## src/sv/sorted_unique_set_assert.svh

```systemverilog
// assertion helpers shared by the sorted set block
`ifndef SORTED_UNIQUE_SET_ASSERT_SVH
`define SORTED_UNIQUE_SET_ASSERT_SVH

// checked on every clock edge outside reset
`define SUS_ASSERT(label, prop, msg) \
   label: assert property (@(posedge clock) disable iff (reset) prop) else $error(msg);

// checked on every clock edge, reset included
`define SUS_ASSERT_ANY(label, prop, msg) \
   label: assert property (@(posedge clock) prop) else $error(msg);

`endif

```

## src/sv/sus_pkg.sv

```systemverilog
package sus_pkg;

   localparam int unsigned CAPACITY_DEF = 5;
   localparam int unsigned VALUE_W      = 32;
   localparam int unsigned STATUS_W     = 2;
   localparam int unsigned COUNT_W      = 3;
   localparam int unsigned RSP_TDATA_W  = 8;

   typedef enum logic [STATUS_W-1:0] {
      ST_OK    = 2'd0,
      ST_FULL  = 2'd1,
      ST_DUP   = 2'd2,
      ST_EMPTY = 2'd3
   } status_type;

   typedef enum logic {
      REQ_INSERT = 1'b0,
      REQ_DELETE = 1'b1
   } req_kind_type;

   // read address source, relative to the walk index or to the fill count
   typedef enum logic [2:0] {
      SEL_IDX   = 3'd0,
      SEL_NEXT  = 3'd1,
      SEL_NEXT2 = 3'd2,
      SEL_PREV  = 3'd3,
      SEL_TOP   = 3'd4
   } addr_sel_type;

   // write address and data source
   typedef enum logic [1:0] {
      WSEL_PLACE = 2'd0,   // new value at idx
      WSEL_UP    = 2'd1,   // read data at idx + 1
      WSEL_DOWN  = 2'd2    // read data at idx
   } wr_sel_type;

   typedef enum logic [2:0] {
      IDX_HOLD  = 3'd0,
      IDX_CLEAR = 3'd1,
      IDX_INC   = 3'd2,
      IDX_DEC   = 3'd3,
      IDX_TOP   = 3'd4
   } idx_op_type;

   typedef struct packed {
      logic         load;
      logic         rd_en;
      addr_sel_type rd_sel;
      idx_op_type   idx_op;
      logic         pos_load;
      logic         wr_en;
      wr_sel_type   wr_sel;
      logic         count_inc;
      logic         count_dec;
      logic         status_we;
      status_type   status;
      logic         rsp_load;
   } sus_cmd_type;

   typedef struct packed {
      req_kind_type kind;
      logic         eq;        // read data equals request value
      logic         gt;        // read data above request value, signed
      logic         last;      // idx + 1 == count
      logic         last2;     // idx + 2 == count
      logic         at_pos;    // idx == insert position
      logic         at_end;    // idx == count
      logic         full;
      logic         empty;
      logic         rsp_busy;  // output register holds an untaken result
   } sus_sts_type;

endpackage

```

## src/sv/sus_ram.sv

```systemverilog
module sus_ram #(
   parameter int unsigned WIDTH = 32,
   parameter int unsigned DEPTH = 8,
   parameter int unsigned AW    = (DEPTH > 1) ? $clog2(DEPTH) : 1
) (
   input  logic             clock,
   input  logic             wr_en,
   input  logic [AW-1:0]    wr_addr,
   input  logic [WIDTH-1:0] wr_data,
   input  logic             rd_en,
   input  logic [AW-1:0]    rd_addr,
   output logic [WIDTH-1:0] rd_data
);

   logic [WIDTH-1:0] mem [DEPTH];
   logic [WIDTH-1:0] rd_data_ff;

   always_ff @(posedge clock) begin
      if (wr_en) begin
         mem[wr_addr] <= wr_data;
      end
      if (rd_en) begin
         rd_data_ff <= mem[rd_addr];
      end
   end

   assign rd_data = rd_data_ff;

endmodule

```

## src/sv/sus_dpath.sv

```systemverilog
`include "sorted_unique_set_assert.svh"

module sus_dpath import sus_pkg::*; #(
   parameter int unsigned CAPACITY = CAPACITY_DEF
) (
   input  logic                   clock,
   input  logic                   reset,
   input  logic                   req_kind,
   input  logic [VALUE_W-1:0]     req_value,
   input  sus_cmd_type            cmd,
   output sus_sts_type            sts,
   output logic                   rsp_tvalid,
   input  logic                   rsp_tready,
   output logic [RSP_TDATA_W-1:0] rsp_tdata
);

   localparam int unsigned AW = (CAPACITY > 1) ? $clog2(CAPACITY) : 1;
   localparam int unsigned CW = $clog2(CAPACITY + 1);

   logic [VALUE_W-1:0] value_ff;
   req_kind_type       kind_ff;
   logic [CW-1:0]      idx_ff, idx_in;
   logic [CW-1:0]      pos_ff;
   logic [CW-1:0]      count_ff, count_in;
   status_type         status_ff;
   logic               rsp_valid_ff;
   status_type         rsp_status_ff;
   logic [COUNT_W-1:0] rsp_count_ff;

   logic [CW:0]               idx_wide, count_wide, rd_idx, wr_idx;
   logic [VALUE_W-1:0]        rd_data, wr_data;
   logic [CW+COUNT_W-1:0]     count_ext;

   assign idx_wide   = {1'b0, idx_ff};
   assign count_wide = {1'b0, count_ff};

   always_comb begin
      unique case (cmd.rd_sel)
         SEL_IDX:   rd_idx = idx_wide;
         SEL_NEXT:  rd_idx = idx_wide + (CW+1)'(1);
         SEL_NEXT2: rd_idx = idx_wide + (CW+1)'(2);
         SEL_PREV:  rd_idx = idx_wide - (CW+1)'(1);
         SEL_TOP:   rd_idx = count_wide - (CW+1)'(1);
         default:   rd_idx = idx_wide;
      endcase
   end

   always_comb begin
      unique case (cmd.wr_sel)
         WSEL_UP: begin
            wr_idx  = idx_wide + (CW+1)'(1);
            wr_data = rd_data;
         end
         WSEL_DOWN: begin
            wr_idx  = idx_wide;
            wr_data = rd_data;
         end
         default: begin
            wr_idx  = idx_wide;
            wr_data = value_ff;
         end
      endcase
   end

   sus_ram #(
      .WIDTH (VALUE_W),
      .DEPTH (CAPACITY),
      .AW    (AW)
   ) u_ram (
      .clock   (clock),
      .wr_en   (cmd.wr_en),
      .wr_addr (wr_idx[AW-1:0]),
      .wr_data (wr_data),
      .rd_en   (cmd.rd_en),
      .rd_addr (rd_idx[AW-1:0]),
      .rd_data (rd_data)
   );

   always_comb begin
      case (cmd.idx_op)
         IDX_CLEAR: idx_in = '0;
         IDX_INC:   idx_in = idx_ff + CW'(1);
         IDX_DEC:   idx_in = idx_ff - CW'(1);
         IDX_TOP:   idx_in = count_ff - CW'(1);
         default:   idx_in = idx_ff;
      endcase
   end

   always_comb begin
      count_in = count_ff;
      if (cmd.count_inc) begin
         count_in = count_ff + CW'(1);
      end else if (cmd.count_dec) begin
         count_in = count_ff - CW'(1);
      end
   end

   assign count_ext = {{COUNT_W{1'b0}}, count_ff};

   always_ff @(posedge clock) begin
      if (reset) begin
         idx_ff       <= '0;
         count_ff     <= '0;
         rsp_valid_ff <= 1'b0;
      end else begin
         idx_ff   <= idx_in;
         count_ff <= count_in;
         if (cmd.rsp_load) begin
            rsp_valid_ff <= 1'b1;
         end else if (rsp_tready) begin
            rsp_valid_ff <= 1'b0;
         end
      end
   end

   always_ff @(posedge clock) begin
      if (cmd.load) begin
         value_ff <= req_value;
         kind_ff  <= req_kind_type'(req_kind);
      end
      if (cmd.pos_load) begin
         pos_ff <= idx_ff;
      end
      if (cmd.status_we) begin
         status_ff <= cmd.status;
      end
      if (cmd.rsp_load) begin
         rsp_status_ff <= status_ff;
         rsp_count_ff  <= count_ext[COUNT_W-1:0];
      end
   end

   assign sts.kind     = kind_ff;
   assign sts.eq       = (rd_data == value_ff);
   assign sts.gt       = ($signed(rd_data) > $signed(value_ff));
   assign sts.last     = ((idx_wide + (CW+1)'(1)) == count_wide);
   assign sts.last2    = ((idx_wide + (CW+1)'(2)) == count_wide);
   assign sts.at_pos   = (idx_ff == pos_ff);
   assign sts.at_end   = (idx_ff == count_ff);
   assign sts.full     = (count_ff == CW'(CAPACITY));
   assign sts.empty    = (count_ff == '0);
   assign sts.rsp_busy = rsp_valid_ff && !rsp_tready;

   assign rsp_tvalid = rsp_valid_ff;
   assign rsp_tdata  = {{(RSP_TDATA_W-COUNT_W-STATUS_W){1'b0}}, rsp_count_ff, rsp_status_ff};

   `SUS_ASSERT(a_count_range, count_ff <= CW'(CAPACITY), "fill count above capacity")
   `SUS_ASSERT(a_wr_bound, cmd.wr_en |-> wr_idx <= count_wide, "write beyond top of set")
   `SUS_ASSERT(a_rsp_free, cmd.rsp_load |-> !rsp_valid_ff || rsp_tready, "result overwritten")
   `SUS_ASSERT_ANY(a_reset_clear, reset |=> !rsp_valid_ff && count_ff == '0, "reset not clean")

endmodule

```

## src/sv/sus_ctrl.sv

```systemverilog
module sus_ctrl import sus_pkg::*; (
   input  logic        clock,
   input  logic        reset,
   input  logic        req_tvalid,
   output logic        req_tready,
   input  sus_sts_type sts,
   output sus_cmd_type cmd
);

   typedef enum logic [6:0] {
      S_IDLE     = 7'b0000001,
      S_CHECK    = 7'b0000010,
      S_SCAN     = 7'b0000100,
      S_SHIFT_UP = 7'b0001000,
      S_PLACE    = 7'b0010000,
      S_SHIFT_DN = 7'b0100000,
      S_DONE     = 7'b1000000
   } state_type;

   state_type state_ff, state_in;

   always_comb begin
      state_in      = state_ff;
      req_tready    = 1'b0;
      cmd.load      = 1'b0;
      cmd.rd_en     = 1'b0;
      cmd.rd_sel    = SEL_IDX;
      cmd.idx_op    = IDX_HOLD;
      cmd.pos_load  = 1'b0;
      cmd.wr_en     = 1'b0;
      cmd.wr_sel    = WSEL_PLACE;
      cmd.count_inc = 1'b0;
      cmd.count_dec = 1'b0;
      cmd.status_we = 1'b0;
      cmd.status    = ST_OK;
      cmd.rsp_load  = 1'b0;

      unique case (state_ff)
         S_IDLE: begin
            req_tready = 1'b1;
            if (req_tvalid) begin
               cmd.load   = 1'b1;
               cmd.idx_op = IDX_CLEAR;
               state_in   = S_CHECK;
            end
         end
         S_CHECK: begin
            if (sts.kind == REQ_INSERT) begin
               if (sts.full) begin
                  cmd.status_we = 1'b1;
                  cmd.status    = ST_FULL;
                  state_in      = S_DONE;
               end else if (sts.at_end) begin
                  state_in = S_PLACE;
               end else begin
                  cmd.rd_en = 1'b1;
                  state_in  = S_SCAN;
               end
            end else begin
               if (sts.empty) begin
                  cmd.status_we = 1'b1;
                  cmd.status    = ST_EMPTY;
                  state_in      = S_DONE;
               end else begin
                  cmd.rd_en = 1'b1;
                  state_in  = S_SCAN;
               end
            end
         end
         S_SCAN: begin
            if (sts.kind == REQ_INSERT) begin
               if (sts.eq) begin
                  cmd.status_we = 1'b1;
                  cmd.status    = ST_DUP;
                  state_in      = S_DONE;
               end else if (sts.gt) begin
                  cmd.pos_load = 1'b1;
                  cmd.rd_en    = 1'b1;
                  cmd.rd_sel   = SEL_TOP;
                  cmd.idx_op   = IDX_TOP;
                  state_in     = S_SHIFT_UP;
               end else if (sts.last) begin
                  cmd.idx_op = IDX_INC;
                  state_in   = S_PLACE;
               end else begin
                  cmd.rd_en  = 1'b1;
                  cmd.rd_sel = SEL_NEXT;
                  cmd.idx_op = IDX_INC;
               end
            end else begin
               if (sts.eq) begin
                  if (sts.last) begin
                     cmd.count_dec = 1'b1;
                     cmd.status_we = 1'b1;
                     cmd.status    = ST_OK;
                     state_in      = S_DONE;
                  end else begin
                     cmd.rd_en  = 1'b1;
                     cmd.rd_sel = SEL_NEXT;
                     state_in   = S_SHIFT_DN;
                  end
               end else if (sts.gt || sts.last) begin
                  cmd.status_we = 1'b1;
                  cmd.status    = ST_OK;
                  state_in      = S_DONE;
               end else begin
                  cmd.rd_en  = 1'b1;
                  cmd.rd_sel = SEL_NEXT;
                  cmd.idx_op = IDX_INC;
               end
            end
         end
         S_SHIFT_UP: begin
            cmd.wr_en  = 1'b1;
            cmd.wr_sel = WSEL_UP;
            if (sts.at_pos) begin
               state_in = S_PLACE;
            end else begin
               cmd.rd_en  = 1'b1;
               cmd.rd_sel = SEL_PREV;
               cmd.idx_op = IDX_DEC;
            end
         end
         S_PLACE: begin
            cmd.wr_en     = 1'b1;
            cmd.wr_sel    = WSEL_PLACE;
            cmd.count_inc = 1'b1;
            cmd.status_we = 1'b1;
            cmd.status    = ST_OK;
            state_in      = S_DONE;
         end
         S_SHIFT_DN: begin
            cmd.wr_en  = 1'b1;
            cmd.wr_sel = WSEL_DOWN;
            if (sts.last2) begin
               cmd.count_dec = 1'b1;
               cmd.status_we = 1'b1;
               cmd.status    = ST_OK;
               state_in      = S_DONE;
            end else begin
               cmd.rd_en  = 1'b1;
               cmd.rd_sel = SEL_NEXT2;
               cmd.idx_op = IDX_INC;
            end
         end
         S_DONE: begin
            if (!sts.rsp_busy) begin
               cmd.rsp_load = 1'b1;
               state_in     = S_IDLE;
            end
         end
         default: begin
            state_in = S_IDLE;
         end
      endcase
   end

   always_ff @(posedge clock) begin
      if (reset) begin
         state_ff <= S_IDLE;
      end else begin
         state_ff <= state_in;
      end
   end

endmodule

```

## src/sv/sorted_unique_set.sv

```systemverilog
// Ordered set of up to CAPACITY distinct signed 32-bit values held in ascending order in a
// small single-port-write RAM. A request transfer on req_ carries an insert or a delete; each
// request gives exactly one result transfer on rsp_ with a status (ok, full, duplicate, empty)
// and the count held afterwards (low 3 bits). A full set refuses an insert before the duplicate
// check; an empty set refuses a delete; deleting an absent value reports ok and changes nothing.
// One request is worked at a time: a controller walks the RAM one entry per cycle, first
// scanning up from slot 0 for the match or insert position, then moving the larger entries
// one slot up (insert) or down (delete), one read and one write per cycle. An insert ends
// with a write that places the new value. The result sits in an output register, so the
// next request is taken while it waits.
// Reset empties the set at once; no clearing pass is needed.
module sorted_unique_set import sus_pkg::*; #(
   parameter int unsigned CAPACITY = CAPACITY_DEF   // 2 .. 64
) (
   input  logic                   clock,
   input  logic                   reset,
   // request channel
   input  logic                   req_tvalid,
   output logic                   req_tready,
   input  logic [VALUE_W-1:0]     req_tdata,   // [31:0] value, signed
   input  logic [0:0]             req_tuser,   // [0] req_type: 0 insert, 1 delete
   // result channel
   output logic                   rsp_tvalid,
   input  logic                   rsp_tready,
   output logic [RSP_TDATA_W-1:0] rsp_tdata    // [1:0] status, [4:2] count, [7:5] zero
);

   // command and status between sequencer and datapath
   sus_cmd_type cmd;
   sus_sts_type sts;

   // sequencer: decides refusals, scan, shift and placement steps
   sus_ctrl u_ctrl (
      .clock      (clock),
      .reset      (reset),
      .req_tvalid (req_tvalid),
      .req_tready (req_tready),
      .sts        (sts),
      .cmd        (cmd)
   );

   // datapath: entry RAM, walk index, insert position, fill count, result register
   sus_dpath #(
      .CAPACITY (CAPACITY)
   ) u_dpath (
      .clock      (clock),
      .reset      (reset),
      .req_kind   (req_tuser[0]),
      .req_value  (req_tdata),
      .cmd        (cmd),
      .sts        (sts),
      .rsp_tvalid (rsp_tvalid),
      .rsp_tready (rsp_tready),
      .rsp_tdata  (rsp_tdata)
   );

endmodule

```

## config.mk

```make
export PLATFORM = sky130hd
export DESIGN_NAME = sorted_unique_set
export DESIGN_NICKNAME = d
export VERILOG_FILES = /design/src/sv/sus_pkg.sv /design/src/sv/sus_ram.sv /design/src/sv/sus_dpath.sv /design/src/sv/sus_ctrl.sv /design/src/sv/sorted_unique_set.sv
export VERILOG_INCLUDE_DIRS = /design/src /design/src/sv
export SDC_FILE = /design/constraint.sdc
export NUM_CORES = 1
export LEC_CHECK = 0
export ABC_AREA = 1
export BUFFER_PORTS_ARGS = -buffer_cell sky130_fd_sc_hd__buf_2
export CAP_MARGIN = 20
export CORE_ASPECT_RATIO = 1.1
export CORE_MARGIN = 5
export CORE_UTILIZATION = 30
export CTS_BUF_LIST = sky130_fd_sc_hd__clkbuf_4 sky130_fd_sc_hd__clkbuf_8
export DETAILED_ROUTE_END_ITERATION = 7
export GPL_TIMING_DRIVEN = 0
export PLACE_DENSITY = 0.45
export SETUP_SLACK_MARGIN = 0.4
export SLEW_MARGIN = 20
export SYNTH_ARGS = -nofsm -noshare
export SYNTH_HDL_FRONTEND = slang
export SYNTH_SLANG_ARGS = --single-unit
```

## constraint.sdc

```tcl
create_clock -name clock -period 9.95 [get_ports clock]
set_clock_uncertainty 0.05 [all_clocks]
set_input_delay 1.4925 -clock clock [delete_from_list [all_inputs] [get_ports clock]]
set_output_delay 1.4925 -clock clock [all_outputs]
set_load 0.05 [all_outputs]
```

* Word level (Yosys, flattened, before mapping)
Memories as Yosys holds them, arrays and structs flattened. A register that Yosys moved wholly into a read port is not among the register bits.
Cells that the tools add are included.
** Storage, ports and cells
- Register bits after elaboration :: 57
- Memory bits (writable) :: 160
- Input bits :: 37
- Output and inout bits :: 10
- Logic and storage cells :: 124
- Memories :: 1
** Cells by class
- $add $sub $neg :: 8
- $lt $le $gt $ge :: 1
- Equal/unequal tests :: 29
- Mux-type cells :: 66
- Reduce and logical (&&, ||, !) cells :: 9
** Memories
- u_dpath.u_ram.mem :: words 5, bits a word 32, rd ports 1, clocked after memory_dff 1, write ports 1, line sus_ram.sv:15 : logic [WIDTH-1:0] mem [DEPTH];
** Operators by type and width (count)
- 2-to-1 mux 7 bit :: 19
- case mux 7 bit (7 select lines) :: 1
- case mux 3 bit (4 select lines) :: 4
- 2-to-1 mux 3 bit :: 11
- == test 32 bit :: 1
- greater-than comparator 32 bit :: 1
- 2-to-1 mux 32 bit :: 1
- 2-to-1 mux 1 bit :: 20
- case mux 3 bit (3 select lines) :: 2
- 2-to-1 mux 4 bit :: 4
- == test 3 x 2 -> 1 bit (second input constant) :: 4
- subtractor 3 x 1 -> 3 bit (second input constant) :: 4
- == test 3 bit (second input constant) :: 3
- == test 4 x 3 -> 1 bit :: 2
- 2-to-1 mux 8 bit :: 1
- != test 2 bit (second input constant) :: 4
- == test 7 x 1 -> 1 bit (second input constant) :: 1
- == test 7 x 2 -> 1 bit (second input constant) :: 1
- == test 7 x 3 -> 1 bit (second input constant) :: 1
- == test 7 x 4 -> 1 bit (second input constant) :: 1
- == test 7 x 5 -> 1 bit (second input constant) :: 1
- == test 7 x 6 -> 1 bit (second input constant) :: 1
- == test 7 bit (second input constant) :: 1
- adder 3 x 1 -> 3 bit (second input constant) :: 2
- other kinds (19) :: 22

* Depth between registers and ports, before layout
Gate-level depths: netlist of run 1.
- Word-level depth :: 9
- Depth in mapped cells :: 27
- Mapped depth without buffers :: 26

* Cells and area by module
From an unflattened synthesis of run 1, not the netlist that was laid out.
** Second synthesis, totals
- Cells, all modules :: 1185
- Area total of the unflattened synthesis :: 11771.3 µm²
** By module, submodules not included
- sus_ram :: times used 1, cells each 681, area each 7771.2 µm², seq. area each 5765.5 µm²
- sus_dpath :: times used 1, cells each 389, area each 3338.2 µm², seq. area each 1431.4 µm²
- sus_ctrl :: times used 1, cells each 115, area each 661.9 µm², seq. area each 140.1 µm²

* Worst setup path after synthesis of run 1
Ideal clock, no wire load.
- Kind :: register to register
- From :: reg u_ctrl.state_ff[6]
- To :: reg u_dpath.kind_ff (enable)
- Library setup time :: 0.423 ns
- Arrival time :: 3.952 ns
- Path slack :: 5.525 ns
- Stages on the path, launching flop included :: 6
- Buffers on the path :: 0
- Path through :: dfxtp_1 nor2_2 nand2_2 nor4_1 inv_1 nor2_1
** RTL lines
- start: declaration :: line sus_ctrl.sv:20 : state_type state_ff, state_in;
- start signal: assignment :: line sus_ctrl.sv:162 : state_ff <= state_in;
- end signal: assignment :: line sus_dpath.sv:119 : kind_ff <= req_kind_type'(req_kind);
- end: declaration :: line sus_dpath.sv:21 : req_kind_type kind_ff;

* Worst setup path after layout of run 1
- From :: reg u_dpath.u_ram.rd_data_ff[7], in the netlist u_dpath.u_ram.rd_data[7] (read register of u_dpath.u_ram.mem)
- To :: reg u_dpath.u_ram.rd_data_ff[12], in the netlist u_dpath.u_ram.rd_data[12] (read register of u_dpath.u_ram.mem) (data pin)
** On the way
- Word-level cells in the longest chain between the ends :: 8
- Elaborated cells on any way between the ends :: 15
** RTL lines
- start: declaration :: line sus_ram.sv:16 : logic [WIDTH-1:0] rd_data_ff;
- greater-than comparator 32 bit :: line sus_dpath.sv:135 : assign sts.gt = ($signed(rd_data) > $signed(value_ff));
- logical OR 1 bit :: line sus_ctrl.sv:102 : end else if (sts.gt || sts.last) begin
- 2-to-1 mux 7 bit :: line sus_ctrl.sv:102
- 2-to-1 mux 4 bit :: line sus_ctrl.sv:91 : if (sts.eq) begin
- 2-to-1 mux 7 bit (*) :: line sus_ctrl.sv:71 : if (sts.kind == REQ_INSERT) begin
- case mux 3 bit (3 select lines) :: line sus_ctrl.sv:38 : unique case (state_ff)
- == test 3 bit, or another cell as far along :: line sus_dpath.sv:38 : unique case (cmd.rd_sel)
- case mux 3 bit (4 select lines) :: line sus_dpath.sv:38
Mark *: on every way between the ends. The rest lies on a longest branch, timed or not.
A chain may end at the register's enable or synchronous reset.

==> results.txt, run 1 <==
- Status: finished, final reports clean
* Count of unique library cells instantiated by Yosys: 47
* I/O pin count: 47
- Relative to the synthesized area, the layout overhead comes to 16.7%.
- Pins over their slew limit: 0
- Post-detailed-placement half-perimeter wirelength: 20.5 mm
- Post-cts hold buffer count: 0
- The repair_antennas step left the layout with diodes totalling 0.
* Setup Buffers After CTS: 0
* Number of synthesized register bits: between 200 and 250
- Area of the multi-input gates: 3600 um^2
- Leak Pwr: roughly 5.8 nW
* Netlist area before placement: 11,900 um^2
- CTS H-tree lvls: 2
- Fill cell instance count of the final layout: 3,974
* Area taken by flip-flops and latches: between 7000 and 8000 um^2
- The detailed router placed slightly above 8k vias in this run.
- Total number of clock tree sinks: 249
- Syn. warnings: 0
* Pwr dens: 243 nW/um^2
* Clock network latency to the later pin of the worst-skew pair: 0.60 ns
* Via-per-instance ratio: 4.53
- Crit path required time: between 10 and 15 ns
- Measured along the y axis, the die boundary spans 219 um.
- Wires add up to 31.3 mm.
- Maximum root-to-sink buffer count: 3
- In this run, CTS created clock tree buffers numbering 46.
- The first global-routing pass estimated 47.9 mm of wire.
- Post-synthesis sequential area ratio: 61.5%
- The floorplan step defined a die boundary enclosing 43,900 um^2.
- Clk pin slew, worst setup/hold paths: around 0.060 ns
- Number of synthesized flops with an enable pin: 235
- Setup violations remaining at the end of the flow were counted as 0.
* Initial DRC Count: 478
- The tree is rooted in a clkbuf_8.
- Counting flops with an async set or reset pin after synthesis yields a share of 0%.
- Tcrit/Tclk final: a little under two fifths
- In the final design database the tool counted about 1.3k nets.
- DRC violation count after routing: 0
- Top flip-flop cell by instance count after synthesis: edfxtp_1
* Fin crit period: 3.78 ns
* Element type at the critical path end: flip-flop
- Global routing used 14.3% of the available tracks across all layers.
- Unrepaired setup endpoints after global routing: no
- After clock tree synthesis, the repair step resized 0 gates.
* Core Rows: 76
- The cell count after synthesis came out at 1,144.
- Overflow left after global routing: 0
- The final count of hold timing violations is 0.
* Initial core utilization: roughly 30%
* Antenna violations before repair: 0
* Final RePlAce weighted congestion: 0.764
- Detailed-route wire length per cell: roughly 18 um
- CTS tree: yes
* Avg Inst Size Synth: approximately 10 um^2
- STA classifies the critical path startpoint as a flip-flop.
- Via count of the first global-routing pass: 8,141
- Initial DRT Pass Iterations: 5
* Achievable frequency: between 200 and 300 MHz
- Pin count of the biggest net entering global routing: 33
* Worst Path Class, Setup: reg2reg
- The worst hold path belongs to the class reg2reg.
- Core Footprint: between 30,000 and 40,000 um^2
- The tool flagged a number of max-cap violations equal to 0.
- Measured against its own limit, the worst slew margin works out to 49.8%.
* Final standard cell utilization of the core: 35.5%
* Max rail drop VDD: 0.0000977 V
- Accumulated negative setup slack: 0 ns
- Horiz. Die Dim: 200 um
* Antenna Violating Nets Remaining: 0
- At the pin with the least slew margin, the transition time is 0.754 ns.
- The post-route netlist has between 10% and 20% of its cells at a drive strength greater than 1.
* Maximum fanout along the worst path: 10
- I/O Buffers: 42
- Worst endpoint data arrival time: 4.06 ns
==> flip-flops by register name, indices dropped and copies added (netlist names), 3 cells and up <==
signal and cells:
u_dpath.pos_ff 3, u_dpath.u_ram.mem 160, u_dpath.count_ff 3, u_ctrl.state_ff 7, u_dpath.u_ram.rd_data 32, u_dpath.rsp_count_ff 3, u_dpath.value_ff 32, u_dpath.idx_ff 3
==> final timing paths <==
kind / startpoint / end / slack [ns] / depth (start not counted)
hold reg to reg: u_dpath.status_ff[0] / u_dpath.rsp_status_ff[0] / 0.37 / 0
hold / removal: u_dpath.status_ff[0] / u_dpath.rsp_status_ff[0] / 0.37 / 0
setup / recovery: u_dpath.u_ram.rd_data[7] / u_dpath.u_ram.rd_data[12] / 6.17 / 13
setup reg to reg: u_dpath.u_ram.rd_data[7] / u_dpath.u_ram.rd_data[12] / 6.17 / 13
==> cells by family (layout without fill, tap and decap cells) <==
group | count (synthesis) | in the layout | share of synthesized area, %
flip-flops | 249 | 249 | 61.5
AND/OR/NAND/NOR | 520 | 520 | 20.4
buffers and inverters | 237 | 372 | 8.86
adder cells (fa/ha/maj) | 40 | 40 | 4.19
other | 1 | 3 | 0.0314
multiplexers | 1 | 1 | 0.0839
XOR/XNOR | 14 | 14 | 1.03
AO/OA/AOI/OAI | 82 | 82 | 3.91
==> routing by layer <==
layer	part of all wire [%]	track usage, %	routed length, um	vias to the layer above
met5	0	0	0	-
li1	-	-	-	4047
met2	49	24.9	15300	145
met1	44	18.0	13900	3853
met4	2.5	5.21	797	0
met3	4.3	2.56	1340	57
==> per-stage QoR <==
step	std cells	worst slack [ns]	cell area, um^2	power [W]	hold slack [ns]
5_1_grt	1788	5.87	13900	0.00362	0.371
6_report	1788	6.17	13900	0.00339	0.368
3_5_place_dp	1706	6.15	13000	0.00245	0.355
4_1_cts	1788	6.10	13900	0.00346	0.368
2_1_floorplan	1146	5.52	11900	0.00210	0.350
3_3_place_gp	1695	2.96	12800	0.00242	0.352
==> worst max-delay path: stages, from the launching register on <==
cell and delay (ns):
edfxtp_1 0.40, ha_1 0.31, nand2_1 0.07, nor2_1 0.26, nand4_1 0.18, nor2_1 0.33
nand2_1 0.26, nand4_4 0.24, clkinv_2 0.19, nand2_1 0.13, nand4_1 0.42, clkbuf_1 0.44
nand3_1 0.16, nand2_1 0.08
==> power by group <==
part / switching [W] / internal, W
combinational: 0.000689 / 0.000302
clock: 0.000431 / 0.000548
sequential: 0.0000392 / 0.00138
==> area by class of cell <==
| type | instances | area share (%) |
|---|---|---|
| clock buffer | 70 | 5.88 |
| inverter | 186 | 5.02 |
| sequential | 249 | 52.7 |
| clock inverter | 12 | 0.566 |
| tap | 507 | 4.55 |
| multi-input combinational | 660 | 25.9 |
| buffer | 51 | 2.57 |
| timing repair buffer | 53 | 2.86 |
==> cells in the final DEF (no fill, tap or decap), types with 4 or more instances in the layout <==
cell / count
xor2_1: 5
buf_4: 15
a21oi_1: 50
ha_1: 40
clkinv_2: 4
nor2_1: 60
nor3_1: 5
dfxtp_1: 14
buf_2: 51
o21ai_0: 15
nor2_2: 4
xnor2_1: 9
inv_2: 6
nand2_1: 234
clkbuf_8: 47
inv_1: 179
clkbuf_1: 12
nor2_4: 7
nand3_1: 145
nand3b_1: 34
clkbuf_4: 24
edfxtp_1: 235
nand2_2: 7
buf_6: 16
clkinv_1: 7
nand4_1: 9
==> synthesized netlist by cell type (2+ instances only) <==
cell / count / area, um^2
buf_6: 14 / 158
nand2_2: 7 / 43.8
nand3_1: 146 / 731
a211oi_1: 3 / 22.5
clkbuf_1: 12 / 45.0
buf_1: 2 / 7.51
nor2_4: 2 / 22.5
buf_2: 9 / 45.0
xor2_1: 5 / 43.8
o2111ai_1: 2 / 17.5
nor4_4: 2 / 42.5
o21a_1: 2 / 15.0
inv_1: 179 / 672
or2_2: 2 / 12.5
a21oi_1: 50 / 250
nor4_1: 3 / 18.8
buf_4: 12 / 90.1
nor3_1: 6 / 30.0
edfxtp_1: 235 / 7060
a31oi_1: 3 / 18.8
nand3b_1: 34 / 255
xnor2_1: 9 / 78.8
dfxtp_1: 14 / 280
inv_2: 6 / 22.5
o21ai_0: 15 / 75.1
nand4_1: 9 / 56.3
nor2_1: 65 / 244
nand2_1: 234 / 878
nor2_2: 4 / 25.0
nand4_4: 2 / 42.5
ha_1: 40 / 500
No activity file was read; power rests on OpenSTA's default activity.
==> run 2: changes to the inputs <==
Clock period 9.95 ns to 3.48 ns, I/O delays scaled along.
==> run 2 against run 1 <==
Sequential share of layout area shrank 4.2 points. Sequential power grew to 2.9 times the previous value. Total power grew to 3.0 times the previous value. Critical path type unchanged. Largest cell class unchanged. Largest power group unchanged.
==> results.txt, run 2 (synthesized netlist as in run 1, its figures left out) <==
- Status: finished, final reports clean
* Worst slew margin: 44.6% (-5.2 points)
- Startpoint of the lowest-slack register-to-register path: u_dpath.u_ram.rd_data[31]
* Number of buffers created by CTS: 45 (-2.2%)
- Post-detailed-placement half-perimeter wirelength: 19.8 mm (-3.1%)
* Worst Setup Slack post-DPL: -0.179 ns (-6.33 ns)
- Initial core utilization: 30.4% (unchanged)
- Worst reg2reg setup slack: 0.31 ns (-5.86 ns)
- Detailed-route wire length per cell: 17.8 um (+1.5%)
* Maximum root-to-sink buffer count: 3 (unchanged)
* Initial DRC Count: 522 (+9.2%)
- The number of antenna violations at the first check in global routing came to 0 (unchanged).
- The arrival time of the worst setup path is 3.47 ns (-0.59 ns).
* Via-per-instance ratio: 4.65 (+2.6%)
- Clk pin slew, worst setup/hold paths: 0.06 ns (about the same)
* Max stage delay on crit path: 0.45 ns (about the same)
- The DRC violation count after routing came to 0 (unchanged).
- The fraction of final layout cells sized beyond drive strength 1 came to 26.3% (+11 points).
- Ranked by flip-flop count, first place goes to u_dpath.u_ram.mem.
* Via count of the first global-routing pass: 8,282 (+1.7%)
- Cells on Worst Hold Path: 1 (+1)
* Achievable frequency: 315 MHz (+19%)
* Number of flip-flops in the largest register: 160 (unchanged)
- The wire length of the first global-routing pass came to 47.7 mm (-0.37%).
* Critical path buffer and inverter count: 4 (+2)
- Total number of clock tree sinks: 249 (unchanged)
- The critical path in this run is classified as reg2reg.
* Initial DRT Pass Iterations: 5 (unchanged)
- In this design, the critical path's most frequently occurring cell is nand2_4.
- The post-detailed-route count of antenna-violating nets came to 0 (unchanged).
* Fin Hold WS: 0.0514 ns (-0.316 ns)
* Crit path required time: 3.77 ns (-6.46 ns)
- The maximum vdd ir drop came to 0.000233 V (+140%).
- The number of nets in the layout is 1,371 (+3.5%).
* Maximum fanout along the worst path: 6 (-4)
* Element type at the critical path end: flip-flop
- Tcrit/Tclk final: 91.1% (+53 points)
- The cell family contributing the most delay on the critical path is simple AND/OR/NAND/NOR gates.
- For this design, the slowest cell found on the critical path is edfxtp_1.
- R2R Path End: u_dpath.u_ram.rd_data[7]
- The number of slew-limit violations in the final report is 0 (unchanged).
- CTS H-tree lvls: 2 (unchanged)
- The overall power after layout came to 0.0102 W (+200%).
* MaxCap Viol Count: 0 (unchanged)
- The horizontal die dimension was 200 um (unchanged).
* Worst Reg-to-Reg Cells: 23 (+10)
- The clock insertion delay at the later pin of the skew report came to 0.59 ns (about the same).
* Fin crit period: 3.17 ns (-0.607 ns)
- TritonCTS built the clock tree.
- Top library cells by usage in the layout, fill and taps aside: 235 x edfxtp_1, 191 x nand2_1, 176 x inv_1
- The power per standard cell area came to 672 nW/um^2 (+180%).
- Final standard cell utilization of the core: 38.6% (+3.1 points)
* Unrepaired setup endpoints after global routing: yes
- I/O Buffers: 42 (unchanged)
* Number of vias in the routed layout: 8,531 (+5.3%)
* I/O pin count: 47 (unchanged)
- Clock root buffer: clkbuf_8
* Accumulated negative setup slack: 0 ns (unchanged)
- Post-cts hold buffer count: 0 (unchanged)
- The height of the die is 219 um (unchanged).
- The transition at the pin with the smallest max-transition slack came to 0.823 ns (+0.0699 ns).
- The antenna diode count was 0 (unchanged).
- Cells along the critical path: ha_4, nand2_4, nor2_4, nand2_4, nor3_4, nand2_2, nand2_2, nand2_4, nand3_4, nand2_4, nand2_4, nand3_2, nand2_2, inv_2, buf_6, nand2_8, buf_12, buf_12, nand2_1, nand3_1, nand2_1, nand2_1, nand2_1
- Final-report setup violation count: 0 (unchanged)
- Fill cell instance count of the final layout: 3,879 (-2.4%)
* Leak Pwr: 6.33 nW (+9.1%)
- The worst hold path begins at req_tdata[15].
* Overall die area: 43,900 um^2 (unchanged)
* Classification of the worst-slack hold path: in2reg
- Core Footprint: 39,300 um^2 (unchanged)
- Startpoint type of the worst setup path: flip-flop
- Hold Violations, Final: 0 (unchanged)
- The aggregate global-route resource usage came to 14.0% (-0.35 points).
- The number of cell rows came to 76 (unchanged).
- The final critical-path setup slack was 0.309 ns (-5.86 ns).
- Final Routed Wirelength: 32.6 mm (+4.1%)
- The maximum number of pins on one net before global-route repair came to 33 (unchanged).
- Area overhead of the layout relative to synthesis: 26.9%
* Hold-critical path endpoint: u_dpath.value_ff[15]
* Overflow left after global routing: 0 (unchanged)
* Final RePlAce weighted congestion: 0.784 (+2.6%)
- Leaving out fill and tap cells, the most frequent cell in the layout is edfxtp_1.
[run 2: cell types whose count changed in the layout (fill, tap and decap cells not counted), moves of 11 or more]
cell	change
buf_4	+25
buf_12	+12
clkbuf_1	-11
buf_8	+17
nand2_2	+30
nand2_1	-43
nand2_4	+11
nand3_2	+23
nand3_1	-25
[run 2: layer usage]
metal,wire length (um),global-route usage (%),share of wire [%],up-vias
met5,0,0,0,-
met4,786,5.14,2.4,0
met3,1640,2.85,5.0,62
met2,15500,23.6,47,196
met1,14700,17.9,45,4129
li1,-,-,-,4144
[run 2: what timing repair did]
item / 4_1_cts / 5_1_grt
setup buffers: 6 / 34
pin swaps: 9 / 61
gates cloned: 0 / 9
resized for setup: 47 / 154
setup endpoints to repair: 305 / 372
[run 2: final cells by class]
| cell class | count | area [um^2] | area share (%) |
|---|---|---|---|
| multi-input combinational | 661 | 4110 | 27.1 |
| buffer | 51 | 534 | 3.53 |
| sequential | 249 | 7340 | 48.4 |
| timing repair buffer | 100 | 993 | 6.56 |
| inverter | 186 | 706 | 4.66 |
| clock inverter | 21 | 95.1 | 0.628 |
| tap | 507 | 634 | 4.19 |
| clock buffer | 60 | 738 | 4.87 |
[run 2: stage by stage]
stage,area (um^2),std cells
finish,15200,1835
floorplan,12000,1146
detailed placement,13000,1705
global route,15200,1835
CTS,14100,1792
global placement,12800,1695
[run 2: worst max-delay path by stage]
stage,from,endpoint,depth (start not counted)
after detailed placement,u_dpath.u_ram.rd_data[31],u_dpath.u_ram.rd_data[13],13
after global placement,u_ctrl.state_ff[2],u_dpath.u_ram.mem[1][19],9
final,u_dpath.u_ram.rd_data[31],u_dpath.u_ram.rd_data[7],23
after CTS,u_ctrl.state_ff[6],u_dpath.u_ram.mem[4][21],12
after global routing,u_dpath.u_ram.rd_data[2],u_dpath.u_ram.rd_data[19],26
after floorplan,u_ctrl.state_ff[2],u_dpath.u_ram.mem[0][0],9
[run 2: worst register-to-register path: stages, from the launching register on]
cell,delay (ns)
edfxtp_1,0.45
ha_4,0.33
nand2_4,0.06
nor2_4,0.14
nand2_4,0.08
nor3_4,0.27
nand2_2,0.13
nand2_2,0.11
nand2_4,0.07
nand3_4,0.10
nand2_4,0.07
nand2_4,0.07
nand3_2,0.07
nand2_2,0.08
inv_2,0.05
buf_6,0.12
nand2_8,0.07
buf_12,0.15
buf_12,0.14
nand2_1,0.05
nand3_1,0.09
nand2_1,0.05
nand2_1,0.06
nand2_1,0.05
[run 2: where the power goes]
group	internal, W	total [W]	leakage [nW]	switching [W]
Clock	0.00138	0.00262	0.452	0.00124
Sequential	0.00394	0.00406	2.24	0.000115
Combinational	0.00128	0.00350	3.63	0.00222
Total	0.00660	0.0102	6.33	0.00358
